File: config.mk
export PLATFORM = sky130hd
export DESIGN_NAME = utf8_validating_decoder_flat
export DESIGN_NICKNAME = d
export VERILOG_FILES = /design/src/utf8d_pkg.sv /design/src/utf8d_ifs.sv /design/src/utf8_validating_decoder.sv /design/src/utf8d_decode.sv /design/src/utf8d_burst.sv /design/src/flat_wrapper.sv
export SDC_FILE = /design/constraint.sdc
export NUM_CORES = 1
export LEC_CHECK = 0
export BUFFER_PORTS_ARGS = -buffer_cell sky130_fd_sc_hd__clkbuf_2
export CAP_MARGIN = 20
export CELL_PAD_IN_SITES_DETAIL_PLACEMENT = 1
export CELL_PAD_IN_SITES_GLOBAL_PLACEMENT = 1
export CORE_MARGIN = 2
export CORE_UTILIZATION = 52
export CTS_CLUSTER_SIZE = 12
export DETAILED_ROUTE_END_ITERATION = 10
export PLACE_DENSITY = 0.84
export SLEW_MARGIN = 20
export SYNTH_ARGS = -nofsm -noshare
export SYNTH_HDL_FRONTEND = slang
export SYNTH_HIERARCHICAL = 1
export SYNTH_SLANG_ARGS = --single-unit
File: constraint.sdc
create_clock -name clk -period 4.8 [get_ports clk]
set_clock_uncertainty 0.05 [all_clocks]
set_input_delay 0.24 -clock clk [delete_from_list [all_inputs] [get_ports clk]]
set_output_delay 0.24 -clock clk [all_outputs]
set_load 0.005 [all_outputs]
File: src/utf8d_pkg.sv
package utf8d_pkg;

	localparam int CpWidth    = 21;
	localparam int MaxResults = 4;

	localparam logic [7:0] AsciiLimit  = 8'h80;
	localparam logic [7:0] Lead2Lo     = 8'hC2;
	localparam logic [7:0] Lead3Lo     = 8'hE0;
	localparam logic [7:0] Lead4Lo     = 8'hF0;
	localparam logic [7:0] LeadLimit   = 8'hF5;
	localparam logic [7:0] LeadF4      = 8'hF4;
	localparam logic [7:0] ContLo      = 8'h80;
	localparam logic [7:0] ContLimit   = 8'hC0;
	localparam logic [7:0] ContLoE0    = 8'hA0;
	localparam logic [7:0] ContLoF0    = 8'h90;
	localparam logic [7:0] ContLimitF4 = 8'h90;

	typedef struct packed {
		logic [CpWidth-1:0] code_point;
		logic               is_raw;
		logic               is_error;
	} result_t;

	// all results caused by one byte, in order
	typedef struct packed {
		logic                          valid;
		result_t [MaxResults-1:0]      entries;
		logic [$clog2(MaxResults):0]   count;
		logic                          end_of_string;
	} bundle_t;

	// continuation bytes a lead needs, zero if not a multibyte lead
	function automatic logic [1:0] lead_length(input logic [7:0] b);
		logic [1:0] n;
		n = 2'd0;
		if (b >= Lead2Lo && b < Lead3Lo)
			n = 2'd1;
		else if (b >= Lead3Lo && b < Lead4Lo)
			n = 2'd2;
		else if (b >= Lead4Lo && b < LeadLimit)
			n = 2'd3;
		return n;
	endfunction

endpackage

File: src/utf8d_ifs.sv
interface utf8d_in_if;
	logic       valid;
	logic       ready;
	logic [7:0] in_byte;
	logic       end_of_string;

	modport source (output valid, output in_byte, output end_of_string, input ready);
	modport sink (input valid, input in_byte, input end_of_string, output ready);
endinterface

interface utf8d_out_if;
	logic        valid;
	logic        ready;
	logic [20:0] code_point;
	logic        is_raw;
	logic        is_error;
	logic        string_done;
	logic        last_of_run;

	modport source (output valid, output code_point, output is_raw, output is_error,
		output string_done, output last_of_run, input ready);
	modport sink (input valid, input code_point, input is_raw, input is_error,
		input string_done, input last_of_run, output ready);
endinterface

interface utf8d_cfg_if;
	logic valid;
	logic ready;
	logic ignore_errors;

	modport source (output valid, output ignore_errors, input ready);
	modport sink (input valid, input ignore_errors, output ready);
endinterface

File: src/utf8_validating_decoder.sv
// UTF-8 decoder with validation. Bytes enter on byte_stream, one per transfer, with
// end_of_string on the last byte of each string; code points leave on code_points, one
// result per transfer. A byte passes an input register and the decode logic into a result
// register; the block sustains one byte per cycle while each byte yields at most one result
// and code_points is ready. A lenient replay of a broken sequence yields up to four results
// from one byte; the result register sends them on one per cycle while code_points is
// ready, and the next byte waits there. Bytes that yield nothing leave no result.
// ignore_errors selects lenient (1) or strict (0) handling; the user must write it through
// cfg only while the block is idle, which the block does not enforce. cfg is always ready.
module utf8_validating_decoder (
	input logic          clk,
	input logic          arst_n,
	utf8d_in_if.sink     byte_stream,
	utf8d_out_if.source  code_points,
	utf8d_cfg_if.sink    cfg
);
	import utf8d_pkg::*;

	logic    ignore_errors_q;
	logic    take;
	bundle_t bundle;
	result_t result;

	assign cfg.ready = 1'b1;

	always_ff @(posedge clk or negedge arst_n) begin
		if (!arst_n) begin
			ignore_errors_q <= 1'b0;
		end else if (cfg.valid) begin
			ignore_errors_q <= cfg.ignore_errors;
		end
	end

	utf8d_decode u_decode (
		.clk           (clk),
		.arst_n        (arst_n),
		.ignore_errors (ignore_errors_q),
		.in_valid      (byte_stream.valid),
		.in_ready      (byte_stream.ready),
		.in_byte       (byte_stream.in_byte),
		.in_end        (byte_stream.end_of_string),
		.take          (take),
		.bundle        (bundle)
	);

	utf8d_burst u_burst (
		.clk         (clk),
		.arst_n      (arst_n),
		.bundle      (bundle),
		.take        (take),
		.out_valid   (code_points.valid),
		.out_ready   (code_points.ready),
		.result      (result),
		.string_done (code_points.string_done),
		.last_of_run (code_points.last_of_run)
	);

	assign code_points.code_point = result.code_point;
	assign code_points.is_raw     = result.is_raw;
	assign code_points.is_error   = result.is_error;

endmodule

File: src/utf8d_decode.sv
module utf8d_decode (
	input  logic             clk,
	input  logic             arst_n,
	input  logic             ignore_errors,
	input  logic             in_valid,
	output logic             in_ready,
	input  logic [7:0]       in_byte,
	input  logic             in_end,
	input  logic             take,
	output utf8d_pkg::bundle_t bundle
);
	import utf8d_pkg::*;

	logic       valid_s1;
	logic [7:0] byte_s1;
	logic       end_s1;

	logic [1:0] expected_q, expected_n;
	logic [1:0] seen_q, seen_n;
	logic [7:0] lead_q, lead_n;
	logic       skip_q, skip_n;
	logic [7:0] held_q [2];
	logic       held_we;

	logic       cont;
	logic       ok;
	logic [7:0] lo;
	logic [7:0] hi;
	logic [1:0] fresh_len;
	logic [1:0] base;
	logic [CpWidth-1:0] cp;

	assign in_ready = !valid_s1 || take;

	always_ff @(posedge clk or negedge arst_n) begin
		if (!arst_n) begin
			valid_s1 <= 1'b0;
		end else if (in_ready) begin
			valid_s1 <= in_valid;
		end
	end

	always_ff @(posedge clk) begin
		if (in_ready && in_valid) begin
			byte_s1 <= in_byte;
			end_s1  <= in_end;
		end
	end

	// first continuation byte has a narrowed range after some leads
	always_comb begin
		lo = ContLo;
		hi = ContLimit;
		if (seen_q == 2'd0) begin
			if (lead_q == Lead3Lo)
				lo = ContLoE0;
			else if (lead_q == Lead4Lo)
				lo = ContLoF0;
			else if (lead_q == LeadF4)
				hi = ContLimitF4;
		end
	end

	assign cont      = (expected_q != 2'd0) && (seen_q < expected_q);
	assign ok        = (byte_s1 >= lo) && (byte_s1 < hi);
	assign fresh_len = lead_length(byte_s1);
	assign base      = seen_q + 2'd1;

	always_comb begin
		unique case (expected_q)
			2'd1:    cp = {10'd0, lead_q[4:0], byte_s1[5:0]};
			2'd2:    cp = {5'd0, lead_q[3:0], held_q[0][5:0], byte_s1[5:0]};
			default: cp = {lead_q[2:0], held_q[0][5:0], held_q[1][5:0], byte_s1[5:0]};
		endcase
	end

	always_comb begin
		expected_n    = expected_q;
		seen_n        = seen_q;
		lead_n        = lead_q;
		skip_n        = skip_q;
		held_we       = 1'b0;
		bundle        = '0;
		bundle.valid  = valid_s1;
		bundle.end_of_string = end_s1;

		if (skip_q) begin
			expected_n = 2'd0;
			seen_n     = 2'd0;
		end else if (cont && ok && (seen_q + 2'd1 == expected_q)) begin
			bundle.entries[0] = '{code_point: cp, is_raw: 1'b0, is_error: 1'b0};
			bundle.count      = 3'd1;
			expected_n        = 2'd0;
			seen_n            = 2'd0;
		end else if (cont && ok && !end_s1) begin
			held_we = 1'b1;
			seen_n  = seen_q + 2'd1;
		end else if (cont && !ignore_errors) begin
			bundle.entries[0] = '{code_point: {13'd0, lead_q}, is_raw: 1'b0, is_error: 1'b1};
			bundle.count      = 3'd1;
			expected_n        = 2'd0;
			seen_n            = 2'd0;
			skip_n            = !end_s1;
		end else begin
			expected_n = 2'd0;
			seen_n     = 2'd0;
			// lenient replay of the broken sequence ahead of the current byte
			if (cont) begin
				bundle.entries[0] = '{code_point: {13'd0, lead_q}, is_raw: 1'b1, is_error: 1'b0};
				bundle.entries[1] = '{code_point: {13'd0, held_q[0]}, is_raw: 1'b1,
					is_error: 1'b0};
				bundle.entries[2] = '{code_point: {13'd0, held_q[1]}, is_raw: 1'b1,
					is_error: 1'b0};
				bundle.count      = {1'b0, base};
			end
			if (byte_s1 < AsciiLimit) begin
				bundle.entries[bundle.count[1:0]] = '{code_point: {13'd0, byte_s1},
					is_raw: 1'b0, is_error: 1'b0};
				bundle.count = bundle.count + 3'd1;
			end else if (fresh_len != 2'd0 && !end_s1) begin
				lead_n     = byte_s1;
				expected_n = fresh_len;
			end else if (ignore_errors) begin
				bundle.entries[bundle.count[1:0]] = '{code_point: {13'd0, byte_s1},
					is_raw: 1'b1, is_error: 1'b0};
				bundle.count = bundle.count + 3'd1;
			end else begin
				bundle.entries[bundle.count[1:0]] = '{code_point: {13'd0, byte_s1},
					is_raw: 1'b0, is_error: 1'b1};
				bundle.count = bundle.count + 3'd1;
				skip_n       = !end_s1;
			end
		end

		if (end_s1) begin
			expected_n = 2'd0;
			seen_n     = 2'd0;
			skip_n     = 1'b0;
		end
	end

	always_ff @(posedge clk or negedge arst_n) begin
		if (!arst_n) begin
			expected_q <= 2'd0;
			seen_q     <= 2'd0;
			lead_q     <= 8'd0;
			skip_q     <= 1'b0;
		end else if (valid_s1 && take) begin
			expected_q <= expected_n;
			seen_q     <= seen_n;
			lead_q     <= lead_n;
			skip_q     <= skip_n;
		end
	end

	always_ff @(posedge clk) begin
		if (valid_s1 && take && held_we) begin
			held_q[seen_q[0]] <= byte_s1;
		end
	end

endmodule

File: src/utf8d_burst.sv
module utf8d_burst (
	input  logic               clk,
	input  logic               arst_n,
	input  utf8d_pkg::bundle_t bundle,
	output logic               take,
	output logic               out_valid,
	input  logic               out_ready,
	output utf8d_pkg::result_t result,
	output logic               string_done,
	output logic               last_of_run
);
	import utf8d_pkg::*;

	logic    valid_s2;
	bundle_t bundle_s2;
	logic [1:0] idx_q;
	logic    last;

	assign last      = ({1'b0, idx_q} + 3'd1) == bundle_s2.count;
	assign take      = !valid_s2 || (out_ready && last);
	assign out_valid = valid_s2;
	assign result    = bundle_s2.entries[idx_q];
	assign last_of_run = last;
	// an error always closes the string's output
	assign string_done = result.is_error || (last && bundle_s2.end_of_string);

	always_ff @(posedge clk or negedge arst_n) begin
		if (!arst_n) begin
			valid_s2 <= 1'b0;
			idx_q    <= 2'd0;
		end else if (take) begin
			valid_s2 <= bundle.valid && (bundle.count != 3'd0);
			idx_q    <= 2'd0;
		end else if (out_ready) begin
			idx_q <= idx_q + 2'd1;
		end
	end

	always_ff @(posedge clk) begin
		if (take) begin
			bundle_s2 <= bundle;
		end
	end

endmodule
File: src/flat_wrapper.sv
// flat-port wrapper written by rule: the top's interface ports become plain ports
module utf8_validating_decoder_flat import utf8d_pkg::*;
  (clk, arst_n, byte_stream_valid, byte_stream_in_byte, byte_stream_end_of_string, byte_stream_ready, code_points_valid, code_points_code_point, code_points_is_raw, code_points_is_error, code_points_string_done, code_points_last_of_run, code_points_ready, cfg_valid, cfg_ignore_errors, cfg_ready);
  utf8d_in_if byte_stream_i ();
  utf8d_out_if code_points_i ();
  utf8d_cfg_if cfg_i ();
  input logic clk;
  input logic arst_n;
  input wire logic [$bits(byte_stream_i.valid)-1:0] byte_stream_valid;
  input wire logic [$bits(byte_stream_i.in_byte)-1:0] byte_stream_in_byte;
  input wire logic [$bits(byte_stream_i.end_of_string)-1:0] byte_stream_end_of_string;
  output wire logic [$bits(byte_stream_i.ready)-1:0] byte_stream_ready;
  output wire logic [$bits(code_points_i.valid)-1:0] code_points_valid;
  output wire logic [$bits(code_points_i.code_point)-1:0] code_points_code_point;
  output wire logic [$bits(code_points_i.is_raw)-1:0] code_points_is_raw;
  output wire logic [$bits(code_points_i.is_error)-1:0] code_points_is_error;
  output wire logic [$bits(code_points_i.string_done)-1:0] code_points_string_done;
  output wire logic [$bits(code_points_i.last_of_run)-1:0] code_points_last_of_run;
  input wire logic [$bits(code_points_i.ready)-1:0] code_points_ready;
  input wire logic [$bits(cfg_i.valid)-1:0] cfg_valid;
  input wire logic [$bits(cfg_i.ignore_errors)-1:0] cfg_ignore_errors;
  output wire logic [$bits(cfg_i.ready)-1:0] cfg_ready;
  assign byte_stream_i.valid = byte_stream_valid;
  assign byte_stream_i.in_byte = byte_stream_in_byte;
  assign byte_stream_i.end_of_string = byte_stream_end_of_string;
  assign byte_stream_ready = byte_stream_i.ready;
  assign code_points_valid = code_points_i.valid;
  assign code_points_code_point = code_points_i.code_point;
  assign code_points_is_raw = code_points_i.is_raw;
  assign code_points_is_error = code_points_i.is_error;
  assign code_points_string_done = code_points_i.string_done;
  assign code_points_last_of_run = code_points_i.last_of_run;
  assign code_points_i.ready = code_points_ready;
  assign cfg_i.valid = cfg_valid;
  assign cfg_i.ignore_errors = cfg_ignore_errors;
  assign cfg_ready = cfg_i.ready;
  utf8_validating_decoder u_core (.clk(clk), .arst_n(arst_n), .byte_stream(byte_stream_i), .code_points(code_points_i), .cfg(cfg_i));
endmodule
==> results.ini, run 1 <==
[status]
status = finished, final reports clean

[cells_and_area]
drive_above_1_share_pct = 22.5
register_area_mm2 = 0.00408
fillers = 1251
multiInputGateArea_mm2 = 0.00234
antennaDiodeCount = 0
nets = 568
area_growth_pct = 13.9
final-instance-count-excl-fill = 724

[clock_tree]
clock_sinks = 139
cts_root_buffer = clkbuf_16
clk_latency_ps = 430
cts_buffer_depth = 2
cts-htree-levels = 4
numCtsBuffers = 17
post_cts_buffers = 0
cts_tree = yes
clkSlewWorstSetupHoldPaths_ps = 60
cts_resized = 0

[detailed_routing]
first_pass_iters = 4
viasPerCell = 5.84
vias = 4225
wl_met3_um = 878
routedWlPerCell_um = 21.9
drt-total-wl_mm = 15.8
drt-initial-drc-count = 361
top_layer = met4
drc = 0
route.met2.wl_mm = 8.02
met1Wirelength_mm = 6.57
ant_nets = 0

[min_path]
hp-start = cfg_valid
hold_path_class = in -> reg

[placement]
placed_cells = 680
gp_congestion = 0.866
port_buffers = 41
dpl.hpwl_mm = 10.3

[floorplan]
rows = 41
die_x_um = 118
die-area_mm2 = 0.0139
core_area_mm2 = 0.0127
die_h_um = 118
pin_count = 43
start_util_pct = 53.4

[sta]
period_share_pct = 77.9
rsz0062_at_grt = no
min_period_ps = 3740
relSlewSlack_pct = 44.7
hold_viol = 0
setup_viol = 0
fmax_mhz = 267
drv_slew = 0
worst_pin_slew_ps = 830
setup_tns_ps = 0

[power]
irDropWorstVdd_uv = 335
leakage_nw = 2.81
power.total_mw = 4.97
power.density_mw_per_mm2 = 645

[critical_path]
cp.required_ps = 5040
setup.worst_path.start = u_core/u_decode/lead_q[3]$_DFFE_PN0P_
start_kind = flop
rr_startpoint = u_core/u_decode/lead_q[3]$_DFFE_PN0P_
worstPathArrival_ps = 3980
critPathMaxFanout = 7
path_class = reg -> reg
cp-end-kind = flop

[run]
maxCapViolations = 0

[synth]
synth.area.top_cells = edfxtp_1 54%, dfrtp_1 6.7%, mux4_2 6.3%
synth_edf_count = 121
synth_cell_types = 63
netlist_top_cells_count = 121 x edfxtp_1, 42 x buf_4, 33 x nand2_1, 28 x a21oi_1, 23 x nand3_1
yosys_warnings = 6
postSynthCellCount = 487
syn-cell-area_mm2 = 0.00676
yosys.cell_count.top_type = edfxtp_1
avgSynthCellArea_um2 = 13.9
synth_seq_cells = 139
synth-seq-area-share_pct = 60.4
synth_top_area_share_pct = 53.7
synthFlopType = edfxtp_1
async_flop_share_pct = 12.9
yosys.area.top_type = edfxtp_1

[grt]
grt_util_all_layers_pct = 24.1
globalRouteOverflowTotal = 0
grt_max_degree = 88
antenna_found_initial = 0
grt_pass1_wl_mm = 25.2
grt_pass1_vias = 4470

==> repair_timing <==
item                                   4_1_cts  5_1_grt
hold buffers                                12        0
setup endpoints to repair                    0        0
endpoints found under the hold margin       29        0
==> logic make-up after synthesis <==
| family | Yosys count | synth area share [%] |
|---|---|---|
| multiplexers | 30 | 9.11 |
| AO/OA/AOI/OAI | 84 | 9.09 |
| flip-flops | 139 | 60.4 |
| other | 2 | 0.111 |
| AND/OR/NAND/NOR | 136 | 10.8 |
| buffers and inverters | 77 | 7.26 |
| XOR/XNOR | 5 | 0.648 |
| adder cells (fa/ha/maj) | 14 | 2.59 |
==> flip-flops by register name, indices dropped and copies added (netlist names), 2 cells and up <==
| name | cells |
|---|---|
| u_core/u_decode/expected_q | 2 |
| u_core/u_burst/idx_q | 2 |
| u_core/u_decode/held_q | 16 |
| u_core/u_decode/lead_q | 8 |
| u_core/u_burst/bundle_s2 | 96 |
| u_core/u_decode/seen_q | 2 |
| u_core/u_decode/byte_s1 | 8 |
==> path summary, 6_finish.rpt <==
path | to | slack (ps) | depth (start not counted)
hold reg to reg | u_core/u_decode/lead_q[7]$_DFFE_PN0P_ | 460 | 1
hold / removal | u_core/ignore_errors_q$_DFFE_PN0P_ | 30 | 2
setup reg to reg | u_core/u_burst/out_valid$_DFFE_PN0P_ | 1060 | 12
max in group asynchronous | u_core/u_burst/idx_q[1]$_DFFE_PN0P_ | 4030 | 2
setup / recovery | u_core/u_burst/out_valid$_DFFE_PN0P_ | 1060 | 12
min in group asynchronous | u_core/u_decode/lead_q[1]$_DFFE_PN0P_ | 300 | 2
==> report_power, final <==
part	switching, mW	internal (mW)
registers	0.234	1.84
logic	0.880	0.630
clock network	0.510	0.874
==> placed cells by master, fill, tap and decap left out, types with 10 or more instances in the layout <==
cell type	count
edfxtp_1	121
clkbuf_2	41
conb_1	40
nand2_1	33
a21oi_1	28
nand3_1	23
mux4_2	19
dfrtp_1	18
nor2_1	18
clkbuf_16	17
ha_1	14
and2_1	13
dlygate4sd3_1	12
nand2b_1	11
inv_1	10
==> area by class of cell <==
class	count	share of cell area [%]
Clock buffer	19	5.62
Sequential cell	139	53.0
Inverter	10	0.487
Timing Repair Buffer	62	5.15
Clock inverter	13	2.50
Multi-Input combinational cell	309	30.4
Tap cell	172	2.79
==> per-layer routing <==
metal | GRT usage [%] | vias to the layer above
met5 | 0 | -
met4 | 9.71 | 0
met3 | 4.99 | 28
met2 | 40.2 | 166
met1 | 30.9 | 2150
li1 | - | 1881
==> stage by stage <==
step,instance area [µm²],util (%),hold WS [ps],setup slack (ps)
floorplan,6900,-,-106,472
global placement,6950,54.8,178,1320
detailed placement,6950,54.8,202,1130
CTS,7690,60.7,12.8,1070
global route,7700,60.8,20.2,868
finish,7700,60.8,27.3,1060
==> critical path, cell delays in order (launching register included) <==
cell       delay, ps
dfrtp_1          430
and4b_1          320
nand3_1          150
or3_1            340
ha_1             290
and3b_1          220
a2111oi_4        100
a2111oi_2        620
a211o_1          380
nor2_1           220
o31a_1           300
nor2b_1          110
a21oi_1           80
Note: power is estimated with default switching activity, not from simulation.
==> run 2: changes to the inputs <==
==> constraint.sdc (replaced) <==
create_clock -name clk -period 3.55 [get_ports clk]
set_clock_uncertainty 0.05 [all_clocks]
set_input_delay 0.1775 -clock clk [delete_from_list [all_inputs] [get_ports clk]]
set_output_delay 0.1775 -clock clk [all_outputs]
set_load 0.005 [all_outputs]
==> run 2 against run 1 <==
The flow now finishes with violations (setup timing). Die area did not move. Wire length rose by 11%. Global-route usage rose by 1.5 points. Critical path type unchanged.
==> results.ini, run 2 (synthesized netlist as in run 1, its figures left out) <==
[grt]
grt_max_degree = 99  ; +13%
grt_pass1_vias = 4621  ; +3.4%
antenna_found_initial = 0  ; unchanged
grt_util_all_layers_pct = 25.6  ; +1.5 points
grt_pass1_wl_mm = 26.8  ; +6.4%
globalRouteOverflowTotal = 0  ; unchanged

[critical_path]
rr_startpoint = u_core/u_decode/lead_q[3]$_DFFE_PN0P_
worstPathArrival_ps = 3800  ; -180 ps
cp.required_ps = 3750  ; -1290 ps
cp-end-kind = flop
critPathMaxFanout = 7  ; unchanged
max_stage_delay_ps = 600  ; -20 ps
start_kind = flop
path_common_cell = or3_4
path_class = reg -> reg
cp.depth = 10  ; -2
cp_top_family = simple AND/OR/NAND/NOR gates
rr_worst_depth = 10  ; -2
worstPathCellList = and4b_1 -> nand3_2 -> or3_4 -> ha_4 -> and3b_2 -> a2111oi_4 -> a2111o_2 -> or3_4 -> buf_4 -> a211oi_4
slowest_stage = a2111o_2
reg2reg_slack_ps = -50  ; -1110 ps
cp_num_buf_inv = 1  ; +1
r2r-end = u_core/u_burst/bundle_s2[16]$_DFFE_PP_

[clock_tree]
cts_root_buffer = clkbuf_16
clkSlewWorstSetupHoldPaths_ps = 70  ; about the same
clock_sinks = 139  ; unchanged
cts_tree = yes
clk_latency_ps = 440  ; about the same
cts-htree-levels = 4  ; unchanged
cts_buffer_depth = 2  ; unchanged
numCtsBuffers = 17  ; unchanged

[cells_and_area]
fillers = 1229  ; -1.8%
nets = 585  ; +3.0%
drive_above_1_share_pct = 27.6  ; +5.1 points
largest_reg_flops = 96  ; unchanged
regMostFlops = u_core/u_burst/bundle_s2
area_growth_pct = 18.4
antennaDiodeCount = 0  ; unchanged
final_common_cell = edfxtp_1
register_area_mm2 = 0.00409  ; about the same
final_cell_mix = 121 x edfxtp_1, 41 x clkbuf_2, 40 x conb_1
final-instance-count-excl-fill = 741  ; +2.3%
multiInputGateArea_mm2 = 0.00248  ; +5.7%

[status]
violations = setup timing
status = complete, but fails checks

[run]
maxCapViolations = 0  ; unchanged

[power]
irDropWorstVdd_uv = 543  ; +62%
leakage_nw = 2.92  ; +3.8%
power.density_mw_per_mm2 = 871  ; +35%

[placement]
gp_congestion = 0.917  ; +5.9%
placed_cells = 686  ; +0.88%
port_buffers = 41  ; unchanged
dpl.hpwl_mm = 10.3  ; +0.23%

[sta]
fin_ws_ps = -48.5  ; -1110 ps
relSlewSlack_pct = 31.4  ; -13 points
setup_viol = 5  ; +5
drv_slew = 0  ; unchanged
period_share_pct = 101  ; +23 points
setup_tns_ps = -78.9  ; -78.9 ps
whs_ps = 27.2  ; -0.144 ps
hold_viol = 0  ; unchanged
min_period_ps = 3600  ; -141 ps
worst_pin_slew_ps = 1020  ; +192 ps
fmax_mhz = 278  ; +3.9%

[floorplan]
rows = 41  ; unchanged
core_area_mm2 = 0.0127  ; unchanged
die_x_um = 118  ; unchanged
start_util_pct = 53.4  ; unchanged
die-area_mm2 = 0.0139  ; unchanged
pin_count = 43  ; unchanged
die_h_um = 118  ; unchanged

[min_path]
hold_path_class = in -> reg
hp-start = code_points_ready
min_to = u_core/u_burst/idx_q[1]$_DFFE_PN0P_
min_path_cells = 3  ; +1

[detailed_routing]
routedWlPerCell_um = 23.8  ; +8.8%
vias = 4459  ; +5.5%
drc = 0  ; unchanged
viasPerCell = 6.02  ; +3.1%
drt-total-wl_mm = 17.6  ; +11%
ant_nets = 0  ; unchanged
drt-initial-drc-count = 379  ; +5.0%
first_pass_iters = 5  ; +1

==> run 2: layer usage <==
layer | up-vias | track usage [%] | share of wire, %
li1 | 1907 | - | -
met1 | 2284 | 33.1 | 40
met2 | 220 | 41.0 | 50
met3 | 48 | 6.20 | 6.7
met4 | 0 | 11.5 | 3.1
met5 | - | 0 | 0
==> run 2: report_power, final <==
group | internal (mW) | switching (mW)
Combinational | 0.963 | 1.34
Sequential | 2.48 | 0.304
Clock | 1.18 | 0.697
==> run 2: repair_timing <==
item,4_1_cts,5_1_grt
buffers inserted,3,6
resized for setup,5,20
endpoints found under the setup margin,29,45
cloned,0,1
pin swaps,3,6
endpoints found under the hold margin,29,0
hold buffers,13,0
==> run 2: worst max-delay path by stage <==
stage / from / end / slack [ps]
CTS: u_core/u_decode/seen_q[0]$_DFFE_PN0P_ / u_core/u_burst/out_valid$_DFFE_PN0P_ / -70
global placement: u_core/u_decode/seen_q[0]$_DFFE_PN0P_ / u_core/u_burst/bundle_s2[12]$_DFFE_PP_ / 130
detailed placement: u_core/u_decode/seen_q[0]$_DFFE_PN0P_ / u_core/u_burst/bundle_s2[12]$_DFFE_PP_ / -120
floorplan: u_core/u_burst/idx_q[0]$_DFFE_PN0P_ / u_core/u_decode/lead_q[0]$_DFFE_PN0P_ / 10
global route: u_core/u_decode/lead_q[3]$_DFFE_PN0P_ / u_core/u_burst/bundle_s2[15]$_DFFE_PP_ / -80
finish: u_core/u_decode/lead_q[3]$_DFFE_PN0P_ / u_core/u_burst/bundle_s2[16]$_DFFE_PP_ / -50
==> run 2: final cells by class <==
cell class,count,area share (%)
Inverter,10,0.469
Clock buffer,19,5.41
Tap cell,172,2.69
Sequential cell,139,51.0
Clock inverter,13,2.36
Timing Repair Buffer,79,7.07
Multi-Input combinational cell,309,31.0
==> run 2: worst reg2reg max path, delay by kind of cell (launching register included) <==
kind	cells	cell delay (ps)
AO/OA/AOI/OAI	3	870
buffers and inverters	1	190
flip-flops	1	420
adder cells (fa/ha/maj)	1	290
AND/OR/NAND/NOR	5	1590
==> run 2: per-stage QoR <==
stage	area [µm²]	power, mW	utilization, %	setup WS (ps)
finish	8000	6.97	63.2	-48.5
global route	8000	7.28	63.2	-82.3
CTS	7830	6.84	61.8	-67.7
detailed placement	7020	4.90	55.4	-121
global placement	7020	4.76	55.4	129
floorplan	6920	4.16	-	12.1
==> run 3: changes to the inputs <==
--- a/config.mk
+++ b/config.mk
@@ -10,10 +10,10 @@
 export CELL_PAD_IN_SITES_DETAIL_PLACEMENT = 1
 export CELL_PAD_IN_SITES_GLOBAL_PLACEMENT = 1
 export CORE_MARGIN = 2
-export CORE_UTILIZATION = 52
+export CORE_UTILIZATION = 47
 export CTS_CLUSTER_SIZE = 12
 export DETAILED_ROUTE_END_ITERATION = 10
-export PLACE_DENSITY = 0.84
+export PLACE_DENSITY = 0.79
 export SLEW_MARGIN = 20
 export SYNTH_ARGS = -nofsm -noshare
 export SYNTH_HDL_FRONTEND = slang
==> constraint.sdc (replaced) <==
create_clock -name clk -period 3.1 [get_ports clk]
set_clock_uncertainty 0.05 [all_clocks]
set_input_delay 0.155 -clock clk [delete_from_list [all_inputs] [get_ports clk]]
set_output_delay 0.155 -clock clk [all_outputs]
set_load 0.005 [all_outputs]
==> run 3 against run 2 <==
Highest routed layer unchanged. First-iteration DRC count is 22% higher. Sequential share of layout area is 2.8 points lower. Critical path depth is 2 higher. Critical path type unchanged. Final cell count is 4.9% higher. Die area is 10% higher. Non-clock buffer count is 28 higher. Via count is 2.2% higher. Count of clock-buffer cells in the layout is 2 higher. Combinational power is 27% higher. Largest cell class unchanged. The flow still finishes with violations (setup timing). Cell area is 5.8% higher.
==> results.ini, run 3 (synthesized netlist as in run 1, its figures left out) <==
[sta]
min_period_ps = 3210  ; -384 ps
setup_tns_ps = -2290  ; -2210 ps
setup_viol = 54  ; +49
worst_pin_slew_ps = 1060  ; +41.5 ps
rsz0062_at_grt = yes
drv_slew = 0  ; unchanged
hold_viol = 0  ; unchanged
period_share_pct = 104  ; +2.3 points
relSlewSlack_pct = 28.6  ; -2.8 points
fin_ws_ps = -114  ; -65.9 ps
fmax_mhz = 311  ; +12%

[cells_and_area]
final-instance-count-excl-fill = 777  ; +4.9%
largest_reg_flops = 96  ; unchanged
final_cell_mix = 121 x edfxtp_1, 46 x buf_4, 41 x clkbuf_2
area_growth_pct = 25.2
nets = 613  ; +4.8%
fin_util_pct = 60.5  ; -2.6 points
design_area_mm2 = 0.00847  ; +5.8%
antennaDiodeCount = 0  ; unchanged
regMostFlops = u_core/u_burst/bundle_s2
drive_above_1_share_pct = 34.5  ; +6.9 points
final_common_cell = edfxtp_1

[placement]
postPlaceCellArea_mm2 = 0.00736  ; +4.9%
port_buffers = 41  ; unchanged
dpl.hpwl_mm = 11.4  ; +10%
placed_cells = 727  ; +6.0%
gp_congestion = 0.866  ; -5.5%

[grt]
globalRouteOverflowTotal = 0  ; unchanged
grt_pass1_wl_mm = 27.0  ; +0.85%
grt_max_degree = 98  ; -1.0%
grt_pass1_vias = 4777  ; +3.4%
antenna_found_initial = 0  ; unchanged
grt_util_all_layers_pct = 24.3  ; -1.2 points

[detailed_routing]
vias = 4557  ; +2.2%
first_pass_iters = 5  ; unchanged
drt-initial-drc-count = 464  ; +22%
viasPerCell = 5.86  ; -2.5%
routedWlPerCell_um = 23.5  ; -1.1%
drt-total-wl_mm = 18.3  ; +3.7%
ant_nets = 0  ; unchanged
drc = 0  ; unchanged

[run]
maxCapViolations = 0  ; unchanged

[status]
status = complete, but fails checks
violations = setup timing

[floorplan]
die_x_um = 124  ; +5.0%
start_util_pct = 48.3  ; -5.0 points
die-area_mm2 = 0.0154  ; +10%
die_h_um = 124  ; +5.0%
pin_count = 43  ; unchanged
core_area_mm2 = 0.0140  ; +10%
rows = 43  ; +4.9%

[critical_path]
worstPathArrival_ps = 3510  ; -290 ps
path_class = reg -> reg
reg2reg_slack_ps = -110  ; -70 ps
rr_worst_depth = 12  ; +2
cp.required_ps = 3400  ; -350 ps
start_kind = flop
cp-end-kind = flop
critPathMaxFanout = 3  ; -4

[clock_tree]
clock_sinks = 139  ; unchanged
cts_buffer_depth = 2  ; unchanged
clk_latency_ps = 420  ; -20 ps
clkSlewWorstSetupHoldPaths_ps = 60  ; about the same
cts-htree-levels = 4  ; unchanged
cts_root_buffer = clkbuf_16
numCtsBuffers = 17  ; unchanged
cts_tree = yes

[min_path]
min_path_cells = 3  ; unchanged
hold_path_class = in -> reg

[power]
power.total_mw = 8.25  ; +18%
leakage_nw = 3.09  ; +5.8%
irDropWorstVdd_uv = 686  ; +26%
power.density_mw_per_mm2 = 974  ; +12%

[run 3: layout make-up]
cell class                 instances  area [µm²]
fill                            1369        5520
sequential                       139        4090
multi-input combinational        309        2680
timing repair buffer             107         812
clock buffer                      21         460
tap                              180         225
clock inverter                    11         168
inverter                          10        37.5
[run 3: through the flow]
stage                     setup slack, ps  hold WS, ps
after floorplan                      -140         -191
after global placement               -176         77.6
after detailed placement             -328         89.4
after CTS                           -38.1         17.9
after global routing                 -303         53.4
final                                -114         41.9
[run 3: power breakdown]
part | total, mW | leakage [nW] | switching, mW | internal (mW)
clock network | 2.16 | 0.303 | 0.772 | 1.39
registers | 3.16 | 1.35 | 0.309 | 2.85
logic | 2.94 | 1.44 | 1.68 | 1.25
[run 3: layer usage]
metal  up-vias  track usage (%)  part of all wire (%)
met5         -                0                     0
met4         0             9.27                   2.1
met3        33             4.76                   4.7
met2       177             41.0                    52
met1      2377             31.3                    41
li1       1970                -                     -
[run 3: repair_timing]
| item | 4_1_cts | 5_1_grt |
|---|---|---|
| cloned | 0 | 1 |
| endpoints found under the hold margin | 29 | 0 |
| endpoints found under the setup margin | 59 | 80 |
| hold buffers | 13 | 0 |
| setup buffers | 3 | 2 |
| pin swaps | 12 | 9 |
| gates resized for setup | 24 | 30 |
[run 3: path summary, 6_finish.rpt]
kind / start / end
min in group asynchronous: arst_n / u_core/u_burst/idx_q[1]$_DFFE_PN0P_
setup reg to reg: u_core/u_decode/lead_q[3]$_DFFE_PN0P_ / u_core/u_burst/out_valid$_DFFE_PN0P_
setup / recovery: u_core/u_decode/lead_q[3]$_DFFE_PN0P_ / u_core/u_burst/out_valid$_DFFE_PN0P_
hold / removal: code_points_ready / u_core/u_burst/idx_q[1]$_DFFE_PN0P_
max in group asynchronous: arst_n / u_core/u_burst/idx_q[0]$_DFFE_PN0P_
hold reg to reg: u_core/u_decode/expected_q[1]$_DFFE_PN0P_ / u_core/u_decode/expected_q[1]$_DFFE_PN0P_
[run 3: worst max-delay path: stages, from the launching register on]
cell and delay (ps):
dfrtp_1 380, and4b_1 290, nand3_2 100, or3_1 320, ha_1 290, and3b_2 220, a2111oi_4 400, a2111oi_4 70
a211o_1 370, a211oi_2 250, o31a_1 220, nor2b_1 60, a21oi_1 130
